==> src/design/ptrq_pkg.sv <==
// Package for the priority tile request queue.
// Holds the operation codes, the controller states and the cell control types.
// Has no dependencies; every other design file imports it.
package ptrq_pkg;

  // Widths of the fixed port fields.
  localparam int KIND_W   = 4;
  localparam int HANDLE_W = 16;
  localparam int IMAGE_W  = 8;
  localparam int AREA_IN_W = 24;
  localparam int STATUS_W = 8;
  localparam int POS_W    = 5;
  localparam int FOUND_W  = 6;
  localparam int OCC_W    = 6;

  // Operation codes carried by in_kind.
  typedef enum logic [KIND_W-1:0] {
    K_ENQ    = 4'd0,
    K_TAKE   = 4'd1,
    K_RMLAST = 4'd2,
    K_FIND   = 4'd3,
    K_READ   = 4'd4,
    K_RMALL  = 4'd5,
    K_RMAT   = 4'd6,
    K_REPL   = 4'd7,
    K_CLEAR  = 4'd8
  } kind_t;

  // Controller states.
  typedef enum logic {
    ST_IDLE,
    ST_EXEC
  } state_t;

  // Action broadcast along the chain of cells.
  typedef enum logic [1:0] {
    CELL_HOLD,
    CELL_INSERT,
    CELL_DROP,
    CELL_WRITE
  } cell_op_t;

  // Per-cell compare results returned to the controller.
  typedef struct packed {
    logic match;  // live entry whose image equals the key
    logic keep;   // live entry that stays ahead of a prioritised item
  } cell_flag_t;

endpackage

==> src/design/ptrq_cell.sv <==
// One queue slot of the priority tile request queue.
// Holds an entry, shifts it to or from its neighbours and compares it with the key.
// Depends on ptrq_pkg.
module ptrq_cell #(
  parameter int IDX = 0,
  parameter int IW  = 5,
  parameter int AW  = 24
) (
  input  logic                          clk,
  input  ptrq_pkg::cell_op_t            op,
  input  logic [IW-1:0]                 pos,
  input  logic                          live,
  input  logic [ptrq_pkg::HANDLE_W-1:0] new_handle,
  input  logic [ptrq_pkg::IMAGE_W-1:0]  new_image,
  input  logic [AW-1:0]                 new_area,
  input  logic                          new_high,
  input  logic [ptrq_pkg::STATUS_W-1:0] new_status,
  input  logic [ptrq_pkg::HANDLE_W-1:0] left_handle,
  input  logic [ptrq_pkg::IMAGE_W-1:0]  left_image,
  input  logic [AW-1:0]                 left_area,
  input  logic                          left_high,
  input  logic [ptrq_pkg::STATUS_W-1:0] left_status,
  input  logic [ptrq_pkg::HANDLE_W-1:0] right_handle,
  input  logic [ptrq_pkg::IMAGE_W-1:0]  right_image,
  input  logic [AW-1:0]                 right_area,
  input  logic                          right_high,
  input  logic [ptrq_pkg::STATUS_W-1:0] right_status,
  output logic [ptrq_pkg::HANDLE_W-1:0] handle_r,
  output logic [ptrq_pkg::IMAGE_W-1:0]  image_r,
  output logic [AW-1:0]                 area_r,
  output logic                          high_r,
  output logic [ptrq_pkg::STATUS_W-1:0] status_r,
  output ptrq_pkg::cell_flag_t          flag
);
  import ptrq_pkg::*;

  localparam logic [IW-1:0] MY_IDX = IW'(IDX);

  logic take_new;
  logic take_left;
  logic take_right;

  // Decode the broadcast action against this slot's own index.
  always_comb begin
    take_new   = 1'b0;
    take_left  = 1'b0;
    take_right = 1'b0;
    case (op)
      CELL_INSERT: begin
        take_new  = (MY_IDX == pos);
        take_left = (MY_IDX > pos);
      end
      CELL_DROP: begin
        take_right = (MY_IDX >= pos);
      end
      CELL_WRITE: begin
        take_new = (MY_IDX == pos);
      end
      default: begin
      end
    endcase
  end

  // Entry storage: load the new item or a neighbour's entry.
  always_ff @(posedge clk) begin
    if (take_new) begin
      handle_r <= new_handle;
      image_r  <= new_image;
      area_r   <= new_area;
      high_r   <= new_high;
      status_r <= new_status;
    end else if (take_left) begin
      handle_r <= left_handle;
      image_r  <= left_image;
      area_r   <= left_area;
      high_r   <= left_high;
      status_r <= left_status;
    end else if (take_right) begin
      handle_r <= right_handle;
      image_r  <= right_image;
      area_r   <= right_area;
      high_r   <= right_high;
      status_r <= right_status;
    end
  end

  // Compare the stored entry with the search key and the new item's area.
  always_comb begin
    flag.match = live && (image_r == new_image);
    flag.keep  = live && high_r && (area_r > new_area);
  end

endmodule

==> config.mk <==
export PLATFORM = sky130hd
export DESIGN_NAME = ptrq_cell
export DESIGN_NICKNAME = d
export VERILOG_FILES = /design/src/design/ptrq_pkg.sv /design/src/design/ptrq_cell.sv
export SDC_FILE = /design/constraint.sdc
export NUM_CORES = 1
export LEC_CHECK = 0
export BUFFER_PORTS_ARGS = -buffer_cell sky130_fd_sc_hd__buf_2
export CELL_PAD_IN_SITES_DETAIL_PLACEMENT = 0
export CELL_PAD_IN_SITES_GLOBAL_PLACEMENT = 1
export CORE_UTILIZATION = 27
export DETAILED_ROUTE_END_ITERATION = 7
export GPL_TIMING_DRIVEN = 0
export HOLD_SLACK_MARGIN = 0.06
export PLACE_DENSITY_LB_ADDON = 0.1
export SLEW_MARGIN = 20
export SYNTH_ARGS = -nofsm -noshare
export SYNTH_HDL_FRONTEND = slang
export SYNTH_SLANG_ARGS = --single-unit
==> constraint.sdc <==
create_clock -name clk -period 3.26 [get_ports clk]
set_input_delay 0.652 -clock clk [delete_from_list [all_inputs] [get_ports clk]]
set_output_delay 0.652 -clock clk [all_outputs]
set_load 0.01 [all_outputs]
# Word level (Yosys, flattened, before mapping)
# Index checks and enable logic that the tools add are counted.
[totals] regBits=57 memories=0 rom_bits=0 ram_bits=0 latch_bits=0
[classes] addsub=0 eq_ne=4 n_mul=0 bitwise_logic=0 div_mod_pow=0 n_lt_le_gt_ge=3 muxes=18 shift=0 reduce_logical=6
[op_table] operator="24-bit 2-to-1 mux" count=3
[op_table] operator="16-bit 2-to-1 mux" count=3
[op_table] operator="8-bit 2-to-1 mux" count=6
[op_table] operator="24-bit > comparator" count=1
[op_table] operator="8-bit equality test" count=1
[op_table] operator="1-bit 2-to-1 mux" count=6
[op_table] operator="1-bit by 5-bit greater-or-equal comparator with 1-bit output, first input constant" count=1
[op_table] operator="1-bit by 5-bit > comparator with 1-bit output, first input constant" count=1
[op_table] operator="5-bit logical NOT" count=1
[op_table] operator="2-bit equality test, second input constant" count=2
[op_table] operator="1-bit logical AND" count=3
[op_table] operator="3-bit nonzero test" count=1
[op_table] operator="2-bit by 1-bit equality test with 1-bit output, second input constant" count=1
[op_table] operator="2-bit OR reduction" count=1

# Longest topological paths before layout
[depth] word_depth=5 depth_mapped=7

# Worst setup path after synthesis
# OpenSTA, ideal clock, no wires.
[synth_path] path_kind="input port to flip-flop" from="in pos[2]" to="reg area_r[0] (enable)" path_buffers=0 arrival_ns=2.657 setup_slack_ns=0.184 required_ns=2.841 stages=3 cell_sequence="or4_4 nor2_4 o21a_1"
[synth_between] elab_chain_len=3 word_cells_on_any_way=7 cone_classes="order compare: 2; mux: 3; reduce/logical: 2"
[synth_rtl] item="from (decl)" line_no="ptrq_cell.sv:11" rtl="input logic [IW-1:0] pos,"
[synth_rtl] item="1-bit by 5-bit > comparator with 1-bit output (tied with other cells)" line_no="ptrq_cell.sv:51" rtl="take_left = (MY_IDX > pos);"
[synth_rtl] item="1-bit 2-to-1 mux, on equally long branches"
[synth_rtl] item="3-bit nonzero test (no line) (*)"
[synth_rtl] item="to (signal assigned)" line_no="ptrq_cell.sv:69" rtl="area_r <= new_area;"
[synth_rtl] item="to (signal assigned)" line_no="ptrq_cell.sv:75" rtl="area_r <= left_area;"
[synth_rtl] item="to (signal assigned)" line_no="ptrq_cell.sv:81" rtl="area_r <= right_area;"
[synth_rtl] item="to (decl)" line_no="ptrq_cell.sv:30" rtl="output logic [AW-1:0] area_r,"
# Every way passes the cells marked *; elsewhere a longest branch is shown, timed or not.
# A chain may end at the register's enable or synchronous reset.

==> out/results.tsv <==
metric	value	unit
avgSynthCellArea	13.0	sq um
clkTransAtPathRegs	50	ps
die_x	111	um
synth_seq_area_share	0.534	
synth_ff_type	edfxtp_1	
setup_tns	0	ps
numCtsBuffers	9	
max_cap_violations	0	
ant_nets	0	
grt-ovfl-total	0	
finalCriticalPeriod	2960	ps
final_max_slew_viol_count	0	
worst_slew_pin_slew	496	ps
rsz0062_at_grt	false	
status	finished, violations left	
yosys-mux-area-fraction	0.159	
antennaDiodeCount	0	
vias_per_cell	4.37	
period_share	0.909	
synth_common_cells	57 x edfxtp_1, 34 x mux2_4, 28 x nand2_1	
grt_pass1_vias	2707	
synth_top_cell_by_area	edfxtp_1	
path_cells	buf_2 > inv_1 > ha_1 > nand4_1 > nor4_1 > o311ai_0 > a31oi_1 > buf_2	
synthXorXnorAreaFrac	0.0218	
synth_compound_area_frac	0.0729	
critical_path_arrival	2310	ps
hold_viol	0	
leakage	2.27	nW
pwr_density_cell	418	nW/um^2
cts_hold_buf	0	
drive_gt1_frac	0.530	
synth.distinct_cells	27	
wl_per_cell	14.3	um
start_kind	primary input	
die_area	12300	sq um
synthAdderAreaFrac	0.0936	
cp_max_fo	3	
holdWs	605	ps
portBuffers	181	
min_path_cells	3	
gp_congestion	0.693	
syn_area	3210	sq um
cts_resized	0	
synth-edff-count	57	
final_nets	643	
setup_viol	0	
yosys_register_bits	57	
cts_setup_buffers	0	
synthCells	246	
drt-initial-drc-count	100	
rows	39	
start_util	0.279	
synth_top_family_by_area	multiplexers	
cts_tree	yes	
syn-num-nets	450	
worstSetupPathDepth	8	
synth.most_common_cell	edfxtp_1	
ios	239	
ctsLongestPathBuffers	2	
grt_first_pass_wirelength	13.6	mm
vias	2562	
min_path_type	in -> reg	
yosys_warnings	0	
vdd.ir_drop.worst	0.170	mV
grt_max_degree	36	
yosys-top-cells-area	edfxtp_1 53%, mux2_4 16%, ha_1 9.4%	
antenna_found_initial	0	
synthSimpleGateAreaFrac	0.0722	
syn2layout_area_growth	43.3	%
yosysTopAreaCellShare	0.534	
slew_headroom	0.666	
worstSetupEndpointType	output pin	
clockRootBuffer	clkbuf_16	
path_buf_inv	3	
grt_usage	0.142	
cts_max_level	3	
critical_path_class	in -> out	
cts.sinks	57	
critPathTopFamily	simple AND/OR/NAND/NOR gates	
wl	8.36	mm
slowest_stage	nor4_1	
hpwlAfterDp	6.40	mm
die-height	111	um
cp_data_required_time	2610	ps
violations	design-rule violations	
cpMostUsedCell	buf_2	
async_flop_share	0	
max_stage_delay	520	ps
drc_errors	18	
first_pass_iters	6	
core_area	11500	sq um
fill_cells	1178	
fmax	338	MHz
[per-layer routing]
| metal | track usage | wire length [um] |
|---|---|---|
| met1 | 0.171 | 3560 |
| met2 | 0.234 | 3940 |
| met3 | 0.0503 | 735 |
| met4 | 0.0493 | 127 |
| met5 | 0 | 0 |
[state kept, by name, summed over array words and instances (netlist names)]
signal    cells
image_r       8
handle_r     16
area_r       24
status_r      8
high_r        1
[through the flow]
| step | power, W | instances | util | instance area (sq um) | setup slack [ps] |
|---|---|---|---|---|---|
| floorplan | 0.000941 | 246 | - | 3210 | 184 |
| global placement | 0.00104 | 570 | 0.373 | 4290 | -687 |
| detailed placement | 0.00105 | 571 | 0.375 | 4320 | 283 |
| CTS | 0.00195 | 586 | 0.399 | 4600 | 275 |
| global route | 0.00201 | 586 | 0.399 | 4600 | 120 |
| finish | 0.00192 | 586 | 0.399 | 4600 | 297 |
[area by class of cell]
type / instances / area (sq um) / share of cell area
sequential: 57 / 1710 / 0.372
multi-input combinational: 157 / 1350 / 0.295
timing repair buffer: 182 / 926 / 0.201
clock buffer: 9 / 225 / 0.0490
tap: 143 / 179 / 0.0389
inverter: 24 / 90.1 / 0.0196
buffer: 8 / 60.1 / 0.0131
clock inverter: 6 / 50.0 / 0.0109
[cell usage in the layout, fill, tap and decap left out]
cell,count
buf_6,4
nor2_1,3
xnor2_1,5
clkinv_1,4
a21oi_1,11
o311ai_0,1
a221oi_1,1
nand2_1,28
mux2_4,34
nor4_1,2
ha_1,24
buf_2,181
nor2_4,1
nand4_1,5
edfxtp_1,57
clkinv_2,1
o21ai_0,25
a21o_1,1
buf_12,1
o211ai_1,1
or4_4,1
nor2b_1,1
bufinv_16,1
a21boi_0,1
nand3_1,5
a31oi_1,1
inv_1,24
o21a_4,1
nand2_4,1
clkbuf_16,9
xor2_1,3
clkbuf_1,4
and3_1,1
[power breakdown]
| part | internal, W | total [W] | leakage [nW] | switching (W) |
|---|---|---|---|---|
| clock network | 0.000574 | 0.000891 | 0.135 | 0.000316 |
| logic | 0.000120 | 0.000204 | 1.62 | 0.0000841 |
| registers | 0.000822 | 0.000826 | 0.514 | 0.00000460 |
| total | 0.00152 | 0.00192 | 2.27 | 0.000405 |
[worst paths after layout]
kind                     startpoint         to  slack, ps
worst max-delay path   new_area[22]    flag[0]        300
worst min-delay path  right_area[4]  area_r[4]        600
[tightest hold or removal path, delay by kind of cell]
kind | cells | cell delay (ps)
buf+inv | 1 | 80
simple gates | 1 | 30
compound gates | 1 | 50
[logic make-up (layout without fill, tap and decap cells)]
family	after synthesis	in the layout
xor+xnor	8	8
mux	34	34
compound gates	43	43
buf+inv	32	229
fa+ha+maj	24	24
flops	57	57
simple gates	48	48
(Power assumes the default switching activity.)
